`config.mk`:
```
export PLATFORM = sky130hd
export DESIGN_NAME = seven_segment_frame_builder
export DESIGN_NICKNAME = d
export VERILOG_FILES = /design/src/hw/rtl/ssfb_pkg.sv /design/src/hw/rtl/ssfb_front.sv /design/src/hw/rtl/ssfb_queue.sv /design/src/hw/rtl/ssfb_back.sv /design/src/hw/rtl/seven_segment_frame_builder.sv
export SDC_FILE = /design/constraint.sdc
export NUM_CORES = 1
export LEC_CHECK = 0
export BUFFER_PORTS_ARGS = -buffer_cell sky130_fd_sc_hd__clkbuf_2
export CAP_MARGIN = 20
export CORE_ASPECT_RATIO = 1.2
export CORE_UTILIZATION = 60
export DETAILED_ROUTE_END_ITERATION = 7
export GPL_TIMING_DRIVEN = 1
export PLACE_DENSITY_LB_ADDON = 0.1
export SLEW_MARGIN = 20
export SYNTH_ARGS = -nofsm -noshare
export SYNTH_HDL_FRONTEND = slang
export SYNTH_SLANG_ARGS = --single-unit
```
`constraint.sdc`:
```
create_clock -name clk -period 10.4 [get_ports clk]
set_input_delay 3.12 -clock clk [delete_from_list [all_inputs] [get_ports clk]]
set_output_delay 3.12 -clock clk [all_outputs]
set_load 0.01 [all_outputs]
```
`src/hw/rtl/ssfb_pkg.sv`:
```
`default_nettype none

package ssfb_pkg;

	// Storage and frame layout fixed by the display driver's register map.
	localparam int SLOT_COUNT   = 8;
	localparam int SETUP_WORDS  = 5;
	localparam int FRAME_WORDS  = SETUP_WORDS + SLOT_COUNT;
	localparam int QUEUE_DEPTH  = 2;

	localparam int DIGIT_SLOTS_DEFAULT = 8;
	localparam int MAX_CHARS_DEFAULT   = 10;

	localparam logic [7:0] POINT_BIT = 8'h80;
	localparam logic [7:0] CHAR_DOT  = 8'h2E;

	localparam logic [3:0] LAST_POSITION = 4'(FRAME_WORDS - 1);
	localparam logic [3:0] FIRST_SLOT_POSITION = 4'(SETUP_WORDS);

	// Configuration register indexes.
	localparam logic [2:0] REG_SHUTDOWN    = 3'd0;
	localparam logic [2:0] REG_TEST        = 3'd1;
	localparam logic [2:0] REG_SCAN_LIMIT  = 3'd2;
	localparam logic [2:0] REG_INTENSITY   = 3'd3;
	localparam logic [2:0] REG_DECODE      = 3'd4;
	localparam logic [2:0] REG_DIGIT_LIMIT = 3'd5;

	localparam logic [15:0] SHUTDOWN_RESET    = 16'd3073;
	localparam logic [15:0] TEST_RESET        = 16'd3840;
	localparam logic [15:0] SCAN_LIMIT_RESET  = 16'd2823;
	localparam logic [15:0] INTENSITY_RESET   = 16'd2568;
	localparam logic [15:0] DECODE_RESET      = 16'd2304;
	localparam logic [3:0]  DIGIT_LIMIT_RESET = 4'd8;

	typedef logic [SETUP_WORDS-1:0][15:0] setup_words_t;
	typedef logic [SLOT_COUNT-1:0][7:0]   slot_segs_t;

	// One finished string, handed from the front to the frame emitter.
	typedef struct packed {
		logic [3:0] tag;
		logic [3:0] filled;
		slot_segs_t segs;
	} frame_t;

	typedef struct packed {
		logic   valid;
		frame_t frame;
	} frame_push_t;

	typedef struct packed {
		logic       ok;
		logic [7:0] code;
	} seg_lookup_t;

	// Fixed segment patterns, bit 6 is segment a down to bit 0 segment g.
	function automatic seg_lookup_t seg_code(input logic [7:0] c);
		seg_lookup_t r;
		r.ok = 1'b1;
		unique case (c)
			8'h30: r.code = 8'h7E;
			8'h31: r.code = 8'h30;
			8'h32: r.code = 8'h6D;
			8'h33: r.code = 8'h79;
			8'h34: r.code = 8'h33;
			8'h35: r.code = 8'h5B;
			8'h36: r.code = 8'h5F;
			8'h37: r.code = 8'h70;
			8'h38: r.code = 8'h7F;
			8'h39: r.code = 8'h7B;
			8'h41: r.code = 8'h77; // A
			8'h62: r.code = 8'h1F; // b
			8'h43: r.code = 8'h4E; // C
			8'h64: r.code = 8'h3D; // d
			8'h45: r.code = 8'h4F; // E
			8'h46: r.code = 8'h47; // F
			8'h68: r.code = 8'h17; // h
			8'h49: r.code = 8'h30; // I
			8'h69: r.code = 8'h10; // i
			8'h4A: r.code = 8'h3C; // J
			8'h4C: r.code = 8'h0E; // L
			8'h4F: r.code = 8'h7E; // O
			8'h50: r.code = 8'h67; // P
			8'h72: r.code = 8'h05; // r
			8'h74: r.code = 8'h0F; // t
			8'h55: r.code = 8'h3E; // U
			8'h75: r.code = 8'h1C; // u
			8'h2D: r.code = 8'h01; // minus
			8'h5F: r.code = 8'h08; // underscore
			8'h20: r.code = 8'h00; // space
			default: begin
				r.ok   = 1'b0;
				r.code = 8'h00;
			end
		endcase
		return r;
	endfunction

endpackage

`default_nettype wire

```
`src/hw/rtl/ssfb_front.sv`:
```
`default_nettype none

module ssfb_front import ssfb_pkg::*; #(
	parameter int DIGIT_SLOTS = DIGIT_SLOTS_DEFAULT,
	parameter int MAX_CHARS   = MAX_CHARS_DEFAULT
) (
	input  logic        clk,
	input  logic        arst_n,
	input  logic        char_valid,
	output logic        char_stall,
	input  logic [7:0]  character,
	input  logic        first_char,
	input  logic        last_char,
	input  logic [3:0]  indicator_index,
	input  logic [3:0]  digit_limit,
	input  logic        queue_full,
	output frame_push_t push
);

	localparam int FILL_W = $clog2(DIGIT_SLOTS + 1);
	localparam int CHAR_W = $clog2(MAX_CHARS + 1);

	logic [7:0]        segs_q [DIGIT_SLOTS];
	logic [FILL_W-1:0] filled_q;
	logic [CHAR_W-1:0] chars_q;
	logic              prev_dot_q;
	logic              stopped_q;

	logic [7:0]        base_segs [DIGIT_SLOTS];
	logic [7:0]        next_segs [DIGIT_SLOTS];
	logic [FILL_W-1:0] base_filled, next_filled;
	logic [CHAR_W-1:0] base_chars, next_chars;
	logic              base_prev, next_prev;
	logic              base_stop, next_stop;
	logic              accept, take, is_dot, dot_opens, need_open, can_open, mark;
	logic [3:0]        limit;
	logic [7:0]        open_code;
	seg_lookup_t       lookup;

	assign char_stall = queue_full;
	assign accept     = char_valid && !char_stall;

	// A first character sees a cleared string.
	always_comb begin
		for (int i = 0; i < DIGIT_SLOTS; i++) begin
			base_segs[i] = first_char ? 8'h00 : segs_q[i];
		end
		base_filled = first_char ? '0 : filled_q;
		base_chars  = first_char ? '0 : chars_q;
		base_prev   = first_char ? 1'b0 : prev_dot_q;
		base_stop   = first_char ? 1'b0 : stopped_q;
	end

	assign limit     = (digit_limit > 4'(DIGIT_SLOTS)) ? 4'(DIGIT_SLOTS) : digit_limit;
	assign lookup    = seg_code(character);
	assign is_dot    = (character == CHAR_DOT);
	assign take      = !base_stop && (base_chars < CHAR_W'(MAX_CHARS));
	assign dot_opens = (base_filled == '0) || base_prev;
	assign need_open = take && (is_dot ? dot_opens : lookup.ok);
	assign mark      = take && is_dot && !dot_opens;
	assign can_open  = 4'(base_filled) < limit;
	assign open_code = is_dot ? POINT_BIT : lookup.code;

	always_comb begin
		for (int i = 0; i < DIGIT_SLOTS; i++) begin
			next_segs[i] = base_segs[i];
			if (need_open && can_open && (FILL_W'(i) == base_filled)) begin
				next_segs[i] = open_code;
			end
			if (mark && (FILL_W'(i + 1) == base_filled)) begin
				next_segs[i] = base_segs[i] | POINT_BIT;
			end
		end
		next_filled = base_filled + FILL_W'(need_open && can_open);
		next_stop   = base_stop || (need_open && !can_open);
		next_chars  = base_chars + CHAR_W'(take);
		next_prev   = take ? is_dot : base_prev;
	end

	always_comb begin
		push.valid        = accept && last_char;
		push.frame.tag    = indicator_index;
		push.frame.filled = 4'(next_filled);
		for (int i = 0; i < SLOT_COUNT; i++) begin
			push.frame.segs[i] = (i < DIGIT_SLOTS) ? next_segs[i] : 8'h00;
		end
	end

	// The string state is cleared once its frame is queued.
	always_ff @(posedge clk or negedge arst_n) begin
		if (!arst_n) begin
			filled_q   <= '0;
			chars_q    <= '0;
			prev_dot_q <= 1'b0;
			stopped_q  <= 1'b0;
			for (int i = 0; i < DIGIT_SLOTS; i++) begin
				segs_q[i] <= 8'h00;
			end
		end else if (accept) begin
			if (last_char) begin
				filled_q   <= '0;
				chars_q    <= '0;
				prev_dot_q <= 1'b0;
				stopped_q  <= 1'b0;
				for (int i = 0; i < DIGIT_SLOTS; i++) begin
					segs_q[i] <= 8'h00;
				end
			end else begin
				filled_q   <= next_filled;
				chars_q    <= next_chars;
				prev_dot_q <= next_prev;
				stopped_q  <= next_stop;
				for (int i = 0; i < DIGIT_SLOTS; i++) begin
					segs_q[i] <= next_segs[i];
				end
			end
		end
	end

endmodule

`default_nettype wire

```
`src/hw/rtl/ssfb_queue.sv`:
```
`default_nettype none

module ssfb_queue import ssfb_pkg::*; (
	input  logic        clk,
	input  logic        arst_n,
	input  frame_push_t push,
	input  logic        pop,
	output frame_t      head,
	output logic        full,
	output logic        empty
);

	localparam int PTR_W = (QUEUE_DEPTH > 1) ? $clog2(QUEUE_DEPTH) : 1;
	localparam int CNT_W = $clog2(QUEUE_DEPTH + 1);

	frame_t            store_q [QUEUE_DEPTH];
	logic [PTR_W-1:0]  wr_ptr_q, rd_ptr_q;
	logic [CNT_W-1:0]  count_q;
	logic              do_push, do_pop;

	assign full    = (count_q == CNT_W'(QUEUE_DEPTH));
	assign empty   = (count_q == '0);
	assign do_push = push.valid && !full;
	assign do_pop  = pop && !empty;
	assign head    = store_q[rd_ptr_q];

	always_ff @(posedge clk) begin
		if (do_push) begin
			store_q[wr_ptr_q] <= push.frame;
		end
	end

	always_ff @(posedge clk or negedge arst_n) begin
		if (!arst_n) begin
			wr_ptr_q <= '0;
			rd_ptr_q <= '0;
			count_q  <= '0;
		end else begin
			if (do_push) begin
				wr_ptr_q <= (wr_ptr_q == PTR_W'(QUEUE_DEPTH - 1)) ? '0 : wr_ptr_q + 1'b1;
			end
			if (do_pop) begin
				rd_ptr_q <= (rd_ptr_q == PTR_W'(QUEUE_DEPTH - 1)) ? '0 : rd_ptr_q + 1'b1;
			end
			count_q <= count_q + CNT_W'(do_push) - CNT_W'(do_pop);
		end
	end

endmodule

`default_nettype wire

```
`src/hw/rtl/ssfb_back.sv`:
```
`default_nettype none

module ssfb_back import ssfb_pkg::*; (
	input  logic         clk,
	input  logic         arst_n,
	input  setup_words_t setup_words,
	input  frame_t       head,
	input  logic         empty,
	output logic         pop,
	output logic         word_valid,
	input  logic         word_stall,
	output logic [3:0]   indicator_tag,
	output logic [3:0]   word_position,
	output logic [15:0]  frame_word,
	output logic [3:0]   words_used,
	output logic         final_word
);

	logic [3:0]  pos_q;
	logic        valid_q;
	logic        advance, load;
	logic [3:0]  slot_pos;
	logic [7:0]  addr_byte;
	logic [15:0] word;

	assign advance = !valid_q || !word_stall;
	assign load    = advance && !empty;
	assign pop     = load && (pos_q == LAST_POSITION);

	assign slot_pos  = pos_q - FIRST_SLOT_POSITION;
	assign addr_byte = 8'(slot_pos) + 8'd1;

	always_comb begin
		if (pos_q < FIRST_SLOT_POSITION) begin
			word = setup_words[pos_q[2:0]];
		end else begin
			word = {addr_byte, head.segs[slot_pos[2:0]]};
		end
	end

	always_ff @(posedge clk or negedge arst_n) begin
		if (!arst_n) begin
			pos_q   <= '0;
			valid_q <= 1'b0;
		end else if (advance) begin
			valid_q <= !empty;
			if (!empty) begin
				pos_q <= (pos_q == LAST_POSITION) ? '0 : pos_q + 4'd1;
			end
		end
	end

	always_ff @(posedge clk) begin
		if (load) begin
			indicator_tag <= head.tag;
			word_position <= pos_q;
			frame_word    <= word;
			words_used    <= 4'(SETUP_WORDS) + head.filled;
			final_word    <= (pos_q == LAST_POSITION);
		end
	end

	assign word_valid = valid_q;

endmodule

`default_nettype wire

```
`src/hw/rtl/seven_segment_frame_builder.sv`:
```
// Channel   Direction  Handshake               Beat carries
// char      in         char_valid/char_stall   character, first_char, last_char,
//                                              indicator_index
// word      out        word_valid/word_stall   indicator_tag, word_position,
//                                              frame_word, words_used, final_word
// cfg       in         cfg_valid/cfg_ready     cfg_index, cfg_data
//
// A character beat is taken every unstalled cycle; the string state is registered.
// A last character queues a frame, emitted as 13 beats, one per unstalled cycle.
// Two frames can wait in the queue; char_stall rises only while it is full.
// Reset clears the string state, the queue and the emitter, and loads the
// configuration registers with their defaults. cfg_ready is always high.
`default_nettype none

module seven_segment_frame_builder import ssfb_pkg::*; #(
	parameter int DIGIT_SLOTS = DIGIT_SLOTS_DEFAULT,
	parameter int MAX_CHARS   = MAX_CHARS_DEFAULT
) (
	input  logic        clk,
	input  logic        arst_n,
	input  logic        char_valid,
	output logic        char_stall,
	input  logic [7:0]  character,
	input  logic        first_char,
	input  logic        last_char,
	input  logic [3:0]  indicator_index,
	output logic        word_valid,
	input  logic        word_stall,
	output logic [3:0]  indicator_tag,
	output logic [3:0]  word_position,
	output logic [15:0] frame_word,
	output logic [3:0]  words_used,
	output logic        final_word,
	input  logic        cfg_valid,
	output logic        cfg_ready,
	input  logic [2:0]  cfg_index,
	input  logic [15:0] cfg_data
);

	setup_words_t setup_q;
	logic [3:0]   digit_limit_q;
	frame_push_t  push;
	frame_t       head;
	logic         full, empty, pop;

	assign cfg_ready = 1'b1;

	always_ff @(posedge clk or negedge arst_n) begin
		if (!arst_n) begin
			setup_q[REG_SHUTDOWN]   <= SHUTDOWN_RESET;
			setup_q[REG_TEST]       <= TEST_RESET;
			setup_q[REG_SCAN_LIMIT] <= SCAN_LIMIT_RESET;
			setup_q[REG_INTENSITY]  <= INTENSITY_RESET;
			setup_q[REG_DECODE]     <= DECODE_RESET;
			digit_limit_q           <= DIGIT_LIMIT_RESET;
		end else if (cfg_valid && cfg_ready) begin
			case (cfg_index) inside
				REG_SHUTDOWN, REG_TEST, REG_SCAN_LIMIT, REG_INTENSITY, REG_DECODE: begin
					setup_q[cfg_index] <= cfg_data;
				end
				REG_DIGIT_LIMIT: begin
					digit_limit_q <= cfg_data[3:0];
				end
				default: begin
				end
			endcase
		end
	end

	ssfb_front #(
		.DIGIT_SLOTS (DIGIT_SLOTS),
		.MAX_CHARS   (MAX_CHARS)
	) u_front (
		.clk             (clk),
		.arst_n          (arst_n),
		.char_valid      (char_valid),
		.char_stall      (char_stall),
		.character       (character),
		.first_char      (first_char),
		.last_char       (last_char),
		.indicator_index (indicator_index),
		.digit_limit     (digit_limit_q),
		.queue_full      (full),
		.push            (push)
	);

	ssfb_queue u_queue (
		.clk    (clk),
		.arst_n (arst_n),
		.push   (push),
		.pop    (pop),
		.head   (head),
		.full   (full),
		.empty  (empty)
	);

	ssfb_back u_back (
		.clk           (clk),
		.arst_n        (arst_n),
		.setup_words   (setup_q),
		.head          (head),
		.empty         (empty),
		.pop           (pop),
		.word_valid    (word_valid),
		.word_stall    (word_stall),
		.indicator_tag (indicator_tag),
		.word_position (word_position),
		.frame_word    (frame_word),
		.words_used    (words_used),
		.final_word    (final_word)
	);

endmodule

`default_nettype wire

```
==> reports/results.tsv, run 1 <==
stage	metric	value	unit
power	Psw	0.00138	W
clocking	clk buf depth	3	
grt	grt total ovfl	0	
floorplan	Initial Util	61.8	%
yosys	Mapped Cells	1197	
yosys	Yosys warnings	0	
placed_design	gpl congestion	0.931	
yosys	Async S/R FF share, synth	49.1	%
yosys	post-synth cell types	74	
setup_path	CP max-delay cell	a211oi_2	
yosys	top cells by area, synth	edfxtp_1 (33%), dfrtp_1 (23%), mux2_2 (8.6%)	
timing	crit path time final	6.33	ns
power	Internal	0.00293	W
yosys	synthesized area	15900	sq um
timing	clk_skew	0.0206	ns
setup_path	WP data required	10.79	ns
yosys	syn_nets	1249	
clocking	Sink Count	340	
clocking	clk slew on worst S/H paths	0.06	ns
power	total power	0.00431	W
placed_design	IO buf count	68	
clocking	CTS Buf Count	35	
timing	setup tns final	0	ns
job	max-cap viol count	0	
clocking	post_cts resized	0	
hold_path	Hold Crit Class	reg -> reg	
setup_path	startpoint types	input pin	
placed_design	HPWL after DPL	25100	um
power	sw frac	32.1	%
hold_path	hold_sp	u_front.chars_q[0]	
yosys	area fraction of the dominant cell type after synthesis	32.6	%
clocking	CTS root buf	clkbuf_16	
timing	WHS	0.459	ns
final_layout	FF+latch area	9400	sq um
grt	M3 GR Usage	3.47	%
timing	RSZ-0062 raised after global routing	false	
drt	initial DRC count	773	
final_layout	ANT cells	0	
timing	Max Freq	0.158	GHz
drt	Avg WL per Cell	24.0	um
floorplan	area of the core	25800	sq um
clocking	hold buffers post-CTS	0	
timing	Slew Viols, Final	0	
timing	crit share post-route	60.8	%
drt	Detail Route Antenna Nets	0	
grt	met1 Usage GRT	38.7	%
setup_path	Worst R2R Start	u_front.chars_q[2]	
floorplan	total die area	27200	sq um
grt	vias in the first global route	10498	
drt	Vias per Instance	6.45	
yosys	cell accounting for the most synthesized area	edfxtp_1	
grt	initial antenna violation count	0	
floorplan	die height	181	um
clocking	CTS tree	done	
floorplan	Rows	64	
status	status	complete, no violations	
final_layout	Final Net Count	1302	
grt	gr busiest metal	met2	
drt	vias after detailed routing	10348	
final_layout	Final Util	68.8	%
drt	DR pass1 iterations	6	
power	proportion of power drawn by the clock network	28.1	%
placed_design	setup slack at placement	3.60	ns
drt	Detailed Route WL	38500	um
setup_path	crit path capture type	flop	
timing	measured slew at the worst slew-check pin	1.09	ns
timing	fin worst setup slack	4.07	ns
power	Cell Pwr Density	243	nW/um^2
setup_path	Crit Path Max Fanout	68	
power	Flop pwr share	41.7	%
yosys	synthesized flop and latch total	340	
timing	final setup fails	0	
setup_path	CP arrival	6.71	ns
yosys	post-synthesis sequential area ratio	59.0	%
grt	largest net degree at the start of global routing	94	
grt	met2 GRT Util	50.1	%
power	Leak	6.78	nW
clocking	htree depth	2	
final_layout	multi-input logic area	6210	sq um
drt	# DRC	0	
setup_path	crit-path cells	clkbuf_2, inv_2, buf_4, o21ai_1, a21boi_1, nand3_2, a211oi_2, o21ai_2, a22o_1	
clocking	clock latency on the worst-skew pair	0.51	ns
final_layout	area grow syn2layout	11.3	%
yosys	Synth Area per Inst	13.3	sq um
final_layout	Filler cells	1825	
setup_path	Worst Setup SP	first_char	
final_layout	share of layout cells above drive strength 1	28.5	%
yosys	number of synthesized flops with an enable pin	173	
grt	first-pass GRT wire length	60100	um
yosys	Synth top cells by count	edfxtp_1 (173), dfrtp_1 (148), mux2_2 (122), nand2_1 (87), nor2_1 (73)	
yosys	count leader, synth	edfxtp_1	
floorplan	io pins	70	
power	Max IR drop VDD	0.000160	V
setup_path	Worst path max stage delay	0.96	ns
power	Comb pwr share	30.2	%
grt	Total GRT Usage	29.3	%
clocking	Setup Fix Bufs, Post-CTS	0	
timing	Slew Limit Headroom	27.3	%
yosys	Synth Flop Type	edfxtp_1	
setup_path	critical setup path kind	in -> reg	
floorplan	die width	151	um
timing	final hold vios	0	
path summary, 6_finish.rpt:
kind / endpoint / slack, ns / cells after the start
setup / recovery: u_front.segs_q[11] / 4.07 / 9
hold / removal: u_front.chars_q[0] / 0.46 / 2
setup reg to reg: u_front.segs_q[11] / 6.70 / 7
hold reg to reg: u_front.chars_q[0] / 0.46 / 2
max in group asynchronous: u_front.segs_q[33] / 6.20 / 2
min in group asynchronous: setup_q[20] / 2.68 / 1
critical path: cells and delay by family:
| family | cells | cell delay [ns] |
|---|---|---|
| buf+inv | 3 | 0.60 |
| compound gates | 5 | 2.65 |
| simple gates | 1 | 0.32 |
cells by family (layout without fill, tap and decap cells):
kind of cell | after synthesis | after routing | share of synthesized area, %
other cells | 1 | 1 | 0.0235
flops | 340 | 340 | 59.0
compound gates | 233 | 233 | 10.9
mux | 204 | 204 | 16.3
fa+ha+maj | 14 | 14 | 1.10
xor+xnor | 14 | 14 | 0.770
simple gates | 294 | 294 | 9.34
buf+inv | 97 | 175 | 2.59
through the flow:
step / area [sq um] / std cells
4_1_cts: 17700 / 1605
3_5_place_dp: 16600 / 1543
2_1_floorplan: 15900 / 1197
6_report: 17700 / 1605
3_3_place_gp: 16600 / 1542
5_1_grt: 17700 / 1605
routing by layer:
| layer | part of all wire (%) | vias up |
|---|---|---|
| met1 | 40 | 5238 |
| li1 | - | 4667 |
| met3 | 5.4 | 79 |
| met4 | 3.0 | 0 |
| met2 | 51 | 364 |
| met5 | 0 | - |
registers in the layout, summed over array words and instances, names as in the netlist, 2 cells and up:
name and cells:
digit_limit_q 4, setup_q 80, u_back.frame_word 16, u_back.indicator_tag 4
u_back.pos_q 4, u_back.word_position 4, u_back.words_used 4, u_front.chars_q 4
u_front.filled_q 4, u_front.segs_q 64, u_queue.count_q 2, u_queue.store_q 144
placed cells by master (no fill, tap or decap), types with 19 or more instances in the layout:
cell,instances
mux2_2,122
dfstp_2,19
edfxtp_1,173
a21oi_1,25
o21ai_0,24
dfrtp_1,146
inv_1,19
o22ai_1,22
a22o_1,38
nand2_1,87
mux2i_1,49
clkbuf_16,35
mux4_2,31
nand3_1,32
o2bb2ai_1,32
nor2_1,72
buf_4,25
clkbuf_2,67
power groups by stage:
stage / sequential (W) / combinational, W / clock (W)
6_report: 0.00180 / 0.00130 / 0.00121
5_1_grt: 0.00182 / 0.00141 / 0.00128
4_1_cts: 0.00180 / 0.00131 / 0.00122
3_5_place_dp: 0.00182 / 0.00130 / 0
3_3_place_gp: 0.00181 / 0.00128 / 0
2_1_floorplan: 0.00183 / 0.000867 / 0
layout make-up:
cell class,count,share of cell area (%)
clock buffers,51,5.52
clock inverters,11,0.670
inverters,20,0.423
multi-input cells,760,35.0
flip-flops and latches,340,53.0
well taps,330,2.33
repair buffers,93,3.01
(Power assumes the default switching activity.)
==> inputs of run 2 (changes only) <==
Settings changed: CORE_UTILIZATION 60 to 56.
Clock period 10.4 ns to 5.7 ns, I/O delays scaled along.
==> reports/results.tsv, run 2 (synthesis results as in run 1) <==
stage	metric	value	unit
status	status	complete, no violations	
clocking	hold buffers post-CTS	0	
setup_path	flop-to-flop setup slack	2.34	ns
timing	final hold vios	0	
setup_path	CP top delay family	simple AND/OR/NAND/NOR gates	
power	Cell Pwr Density	440	nW/um^2
setup_path	Worst R2R Start	u_front.filled_q[1]	
placed_design	HPWL after DPL	26000	um
floorplan	io pins	70	
job	max-cap viol count	0	
final_layout	Filler cells	2139	
final_layout	share of layout cells above drive strength 1	28.7	%
clocking	clk buf depth	3	
drt	Avg WL per Cell	23.2	um
drt	# DRC	0	
floorplan	Rows	67	
drt	Vias per Instance	6.21	
clocking	htree depth	2	
final_layout	area grow syn2layout	12.1	%
final_layout	most frequent cells in the layout	edfxtp_1 (173), dfrtp_1 (146), mux2_2 (122)	
power	Internal	0.00534	W
setup_path	CP arrival	4.62	ns
floorplan	die width	156	um
grt	grt total ovfl	0	
final_layout	Final Net Count	1313	
timing	crit share post-route	75.6	%
timing	Slew Limit Headroom	35.0	%
clocking	CTS root buf	clkbuf_16	
clocking	CTS Buf Count	35	
grt	vias in the first global route	10372	
grt	met2 GRT Util	46.2	%
setup_path	CP max-delay cell	nand4_1	
grt	first-pass GRT wire length	60300	um
timing	crit path time final	4.31	ns
hold_path	hold_sp	u_front.chars_q[0]	
power	Max IR drop VDD	0.000246	V
setup_path	worst r2r dst	u_queue.store_q[0][61]	
timing	setup tns final	0	ns
placed_design	IO buf count	68	
setup_path	critical setup path kind	in -> reg	
drt	Detail Route Antenna Nets	0	
setup_path	crit path capture type	flop	
timing	clk_skew	0.0245	ns
clocking	CTS tree	done	
timing	RSZ-0062 raised after global routing	false	
hold_path	worst hold path depth	2	
timing	WHS	0.462	ns
grt	met1 Usage GRT	36.0	%
final_layout	Top reg by flops	u_queue.store_q	
final_layout	ANT cells	0	
setup_path	WP data required	6.01	ns
placed_design	gpl congestion	0.899	
final_layout	most common cell after layout, fill and taps aside	edfxtp_1	
clocking	Setup Fix Bufs, Post-CTS	0	
setup_path	FF-to-FF path depth	8	
drt	Detailed Route WL	38600	um
power	sw frac	32.0	%
timing	final setup fails	0	
hold_path	Hold Crit Class	reg -> reg	
setup_path	Critical Path Stages	9	
clocking	post_cts resized	0	
grt	Total GRT Usage	27.4	%
setup_path	Worst path max stage delay	0.57	ns
floorplan	area of the core	27900	sq um
power	Comb pwr share	30.7	%
power	Leak	6.81	nW
setup_path	startpoint types	input pin	
final_layout	Regs by FF count	u_queue.store_q: 144 flops, setup_q: 80 flops, u_front.segs_q: 64 flops	
final_layout	max FFs per register	144	
grt	gr busiest metal	met2	
clocking	clock latency on the worst-skew pair	0.52	ns
floorplan	total die area	29100	sq um
grt	largest net degree at the start of global routing	105	
setup_path	crit-path cells	clkbuf_2, nor2b_1, ha_1, o31a_1, o211ai_1, nand2_1, a21oi_2, nand4_1, o21ai_1	
clocking	clk slew on worst S/H paths	0.06	ns
power	Flop pwr share	41.9	%
power	proportion of power drawn by the clock network	27.4	%
floorplan	die height	187	um
clocking	Sink Count	340	
drt	vias after detailed routing	10340	
floorplan	Initial Util	57.1	%
hold_path	WHS Endpoint	u_front.chars_q[0]	
setup_path	Bufs and invs on worst path	1	
setup_path	Crit Path Max Fanout	15	
drt	DR pass1 iterations	5	
timing	measured slew at the worst slew-check pin	0.975	ns
timing	Slew Viols, Final	0	
timing	Max Freq	0.232	GHz
drt	initial DRC count	788	
grt	M3 GR Usage	3.46	%
power	Psw	0.00252	W
grt	initial antenna violation count	0	
## run 2: metrics by stage
| step | instance area [sq um] | utilization, % | total power (W) | setup WS (ns) | std cells |
|---|---|---|---|---|---|
| 3_5_place_dp | 16800 | 60.1 | 0.00575 | 0.978 | 1603 |
| 5_1_grt | 17900 | 64.0 | 0.00824 | 1.14 | 1664 |
| 2_1_floorplan | 15900 | - | 0.00491 | 1.02 | 1197 |
| 3_3_place_gp | 16800 | 60.1 | 0.00570 | 1.11 | 1603 |
| 4_1_cts | 17900 | 64.0 | 0.00790 | 1.49 | 1664 |
| 6_report | 17900 | 64.0 | 0.00786 | 1.39 | 1664 |
## run 2: metal layers
metal	up-vias	wire length, um
li1	4708	-
met1	5185	15700
met2	356	19400
met3	91	2000
met4	0	1490
met5	-	0
## run 2: power groups by stage
| stage | clock network [W] | logic, W | registers (W) |
|---|---|---|---|
| 6_report | 0.00215 | 0.00242 | 0.00329 |
| 5_1_grt | 0.00228 | 0.00262 | 0.00334 |
| 4_1_cts | 0.00218 | 0.00243 | 0.00329 |
| 3_5_place_dp | 0 | 0.00241 | 0.00334 |
| 3_3_place_gp | 0 | 0.00238 | 0.00332 |
| 2_1_floorplan | 0 | 0.00158 | 0.00333 |
## run 2: layout make-up
| class | count | area, sq um | share of cell area, % |
|---|---|---|---|
| well taps | 379 | 474 | 2.65 |
| clock buffers | 50 | 993 | 5.56 |
| inverters | 20 | 75.1 | 0.420 |
| clock inverters | 11 | 77.6 | 0.434 |
| flip-flops and latches | 340 | 9400 | 52.6 |
| repair buffers | 104 | 654 | 3.66 |
| multi-input cells | 760 | 6190 | 34.6 |
## run 2: worst max-delay path by stage
| stage | start | end | slack, ns |
|---|---|---|---|
| finish | first_char | u_queue.store_q[0][61] | 1.39 |
| global route | first_char | u_queue.store_q[1][62] | 1.14 |
| CTS | first_char | u_queue.store_q[0][62] | 1.49 |
| detailed placement | first_char | u_queue.store_q[1][62] | 0.98 |
| global placement | character[5] | u_front.segs_q[6] | 1.11 |
| floorplan | char_valid | u_queue.store_q[0][0] | 1.02 |
## run 2: worst register-to-register path: stages, from the launching register on
cell and delay [ns]:
dfrtp_1 0.47, nor2b_1 0.34, ha_1 0.29, o31a_1 0.10, o211ai_1 0.32, nand2_1 0.30, a21oi_2 0.35, nand4_1 0.57
o21ai_1 0.42
==> inputs of run 3 (changes only) <==
Settings changed: ABC_AREA set to 1.
Clock period 5.7 ns to 3.8 ns, I/O delays scaled along.
==> reports/results.tsv, run 3 <==
stage	metric	value	unit
clocking	CTS Buf Count	37	
drt	vias after detailed routing	12821	
floorplan	io pins	70	
timing	Max Freq	0.321	GHz
clocking	clock latency on the worst-skew pair	0.53	ns
final_layout	Top reg by flops	u_queue.store_q	
timing	crit path time final	3.12	ns
yosys	cell accounting for the most synthesized area	edfxtp_1	
hold_path	Hold Crit Class	reg -> reg	
timing	final hold vios	0	
timing	Slew Limit Headroom	30.1	%
clocking	htree depth	2	
grt	grt total ovfl	0	
setup_path	CP arrival	3.51	ns
setup_path	Bufs and invs on worst path	5	
timing	Slew Viols, Final	0	
final_layout	max FFs per register	144	
drt	Detailed Route WL	41300	um
setup_path	Worst path max stage delay	0.50	ns
drt	# DRC	0	
grt	first-pass GRT wire length	66400	um
floorplan	Rows	67	
placed_design	HPWL after DPL	26900	um
clocking	post_cts resized	0	
drt	Detail Route Antenna Nets	0	
yosys	area fraction of the dominant cell type after synthesis	32.4	%
yosys	Yosys warnings	0	
drt	DR pass1 iterations	7	
yosys	synthesized area	16000	sq um
final_layout	Final Net Count	1921	
clocking	clk slew on worst S/H paths	0.05	ns
yosys	syn_nets	1853	
yosys	Synth Flop Type	edfxtp_1	
power	Leak	8.33	nW
final_layout	most common cell after layout, fill and taps aside	nand2_1	
yosys	Mapped Cells	1801	
yosys	synthesized flop and latch total	340	
clocking	CTS root buf	clkbuf_16	
setup_path	Crit Path Max Fanout	9	
power	Max IR drop VDD	0.000452	V
timing	RSZ-0062 raised after global routing	false	
yosys	number of synthesized flops with an enable pin	173	
setup_path	critical setup path kind	in -> reg	
placed_design	IO buf count	68	
timing	clk_skew	0.0255	ns
floorplan	Initial Util	57.1	%
setup_path	WP data required	4.19	ns
yosys	post-synthesis sequential area ratio	58.6	%
status	status	complete, no violations	
clocking	Setup Fix Bufs, Post-CTS	0	
grt	largest net degree at the start of global routing	89	
final_layout	most frequent cells in the layout	nand2_1 (609), edfxtp_1 (173), o21ai_0 (152)	
grt	vias in the first global route	12496	
floorplan	area of the core	28100	sq um
setup_path	CP max-delay cell	inv_1	
final_layout	share of layout cells above drive strength 1	11.2	%
placed_design	Placed Area	17000	sq um
final_layout	area grow syn2layout	13.1	%
setup_path	crit path capture type	flop	
yosys	post-synth cell types	43	
placed_design	gpl congestion	0.862	
clocking	CTS tree	done	
drt	Vias per Instance	5.63	
setup_path	startpoint types	input pin	
floorplan	die height	187	um
power	Cell Pwr Density	674	nW/um^2
final_layout	Filler cells	2313	
final_layout	ANT cells	0	
yosys	Synth Area per Inst	8.91	sq um
timing	measured slew at the worst slew-check pin	1.05	ns
final_layout	final instance area	18100	sq um
timing	crit share post-route	82.1	%
drt	initial DRC count	1200	
placed_design	DP Cell Count	2208	
clocking	hold buffers post-CTS	0	
floorplan	total die area	29300	sq um
grt	Total GRT Usage	29.2	%
timing	final setup fails	0	
yosys	count leader, synth	nand2_1	
yosys	Synth top cells by count	nand2_1 (610), edfxtp_1 (173), o21ai_0 (152), dfrtp_1 (148), nand3_1 (124)	
yosys	Async S/R FF share, synth	49.1	%
yosys	top cells by area, synth	edfxtp_1 (32%), dfrtp_1 (23%), nand2_1 (14%)	
drt	Avg WL per Cell	18.2	um
clocking	clk buf depth	3	
setup_path	CP top delay family	simple AND/OR/NAND/NOR gates	
clocking	Sink Count	340	
setup_path	crit-path cells	clkbuf_2, inv_1, nand2_1, inv_1, nand2_1, nand2_1, o21ai_1, nand2_1, inv_1, nand3_1, inv_1, nand2_1, nand3_1, nand2_1	
job	max-cap viol count	0	
final_layout	Regs by FF count	u_queue.store_q: 144 flops, setup_q: 80 flops, u_front.segs_q: 64 flops	
floorplan	die width	157	um
grt	initial antenna violation count	0	
setup_path	Top cell by count, worst path	nand2_1	
final_layout	Post-Layout Cell Count	2276	
-- run 3: cell count changes in the layout (fill, tap and decap cells not counted), moves of 31 or more --
cell,previous run,this run
nand2_1,87,609
nor2_1,72,120
mux4_2,31,0
nand3_1,32,124
a22o_1,38,0
mux2_2,122,0
o21ai_0,24,152
inv_1,19,111
o2bb2ai_1,32,0
mux2i_1,49,1
o21a_1,3,39
-- run 3: report_power, final --
part           internal, W  switching [W]
combinational      0.00120        0.00277
clock              0.00195        0.00143
sequential         0.00464       0.000248
total              0.00779        0.00444
-- run 3: worst register-to-register path: cells and delay by family (launching register included) --
family                   cells  cell delay, ns
flip-flops                   1            0.34
AO/OA/AOI/OAI                3            0.81
AND/OR/NAND/NOR              4            0.40
buffers and inverters        2            0.42
adder cells (fa/ha/maj)      1            0.51
-- run 3: worst paths after layout --
| path | from | to | slack (ns) | cells past startpoint |
|---|---|---|---|---|
| worst max-delay path | character[3] | u_front.segs_q[4] | 0.68 | 14 |
| worst min-delay path | u_front.segs_q[31] | u_front.segs_q[31] | 0.48 | 2 |
| worst max register to register | u_back.pos_q[1] | u_back.frame_word[1] | 1.18 | 10 |
| worst min register to register | u_front.segs_q[31] | u_front.segs_q[31] | 0.48 | 2 |
| max in group asynchronous | arst_n | u_front.segs_q[20] | 2.38 | 2 |
| min in group asynchronous | arst_n | setup_q[18] | 0.56 | 1 |
-- run 3: cell families after synthesis --
group,after synthesis,synth area share [%]
muxes,1,0.0624
xor gates and xnor gates,10,0.546
buffers and inverters,213,5.05
other,1,0.0234
AOI/OAI and AO/OA,313,11.6
adders and majority gates,14,1.09
and+or+nand+nor,909,23.1
DFF,340,58.6
-- run 3: layer usage --
metal,share of wire (%),vias up,GRT usage (%)
met3,6.0,79,3.96
li1,-,6190,-
met2,49,455,49.9
met1,43,6097,38.2
met4,2.6,0,9.65
met5,0,-,0
-- run 3: cell type report --
type / count / area, sq um / share of cell area (%)
inverters: 124 / 465 / 2.57
clock buffers: 50 / 1020 / 5.60
multi-input cells: 1248 / 5870 / 32.4
well taps: 379 / 474 / 2.61
clock inverters: 17 / 124 / 0.683
flip-flops and latches: 340 / 9400 / 51.8
repair buffers: 118 / 792 / 4.36
-- run 3: stage by stage --
step	setup slack [ns]	total power (W)	utilization, %	setup TNS, ns	hold WS (ns)
after floorplan	-0.0809	0.00743	-	-11.64	0.448
after global placement	0.252	0.00885	60.5	0	0.461
after detailed placement	0.245	0.00891	60.5	0	0.465
after CTS	0.777	0.0123	64.5	0	0.481
after global routing	0.497	0.0129	64.6	0	0.490
final	0.682	0.0122	64.6	0	0.476
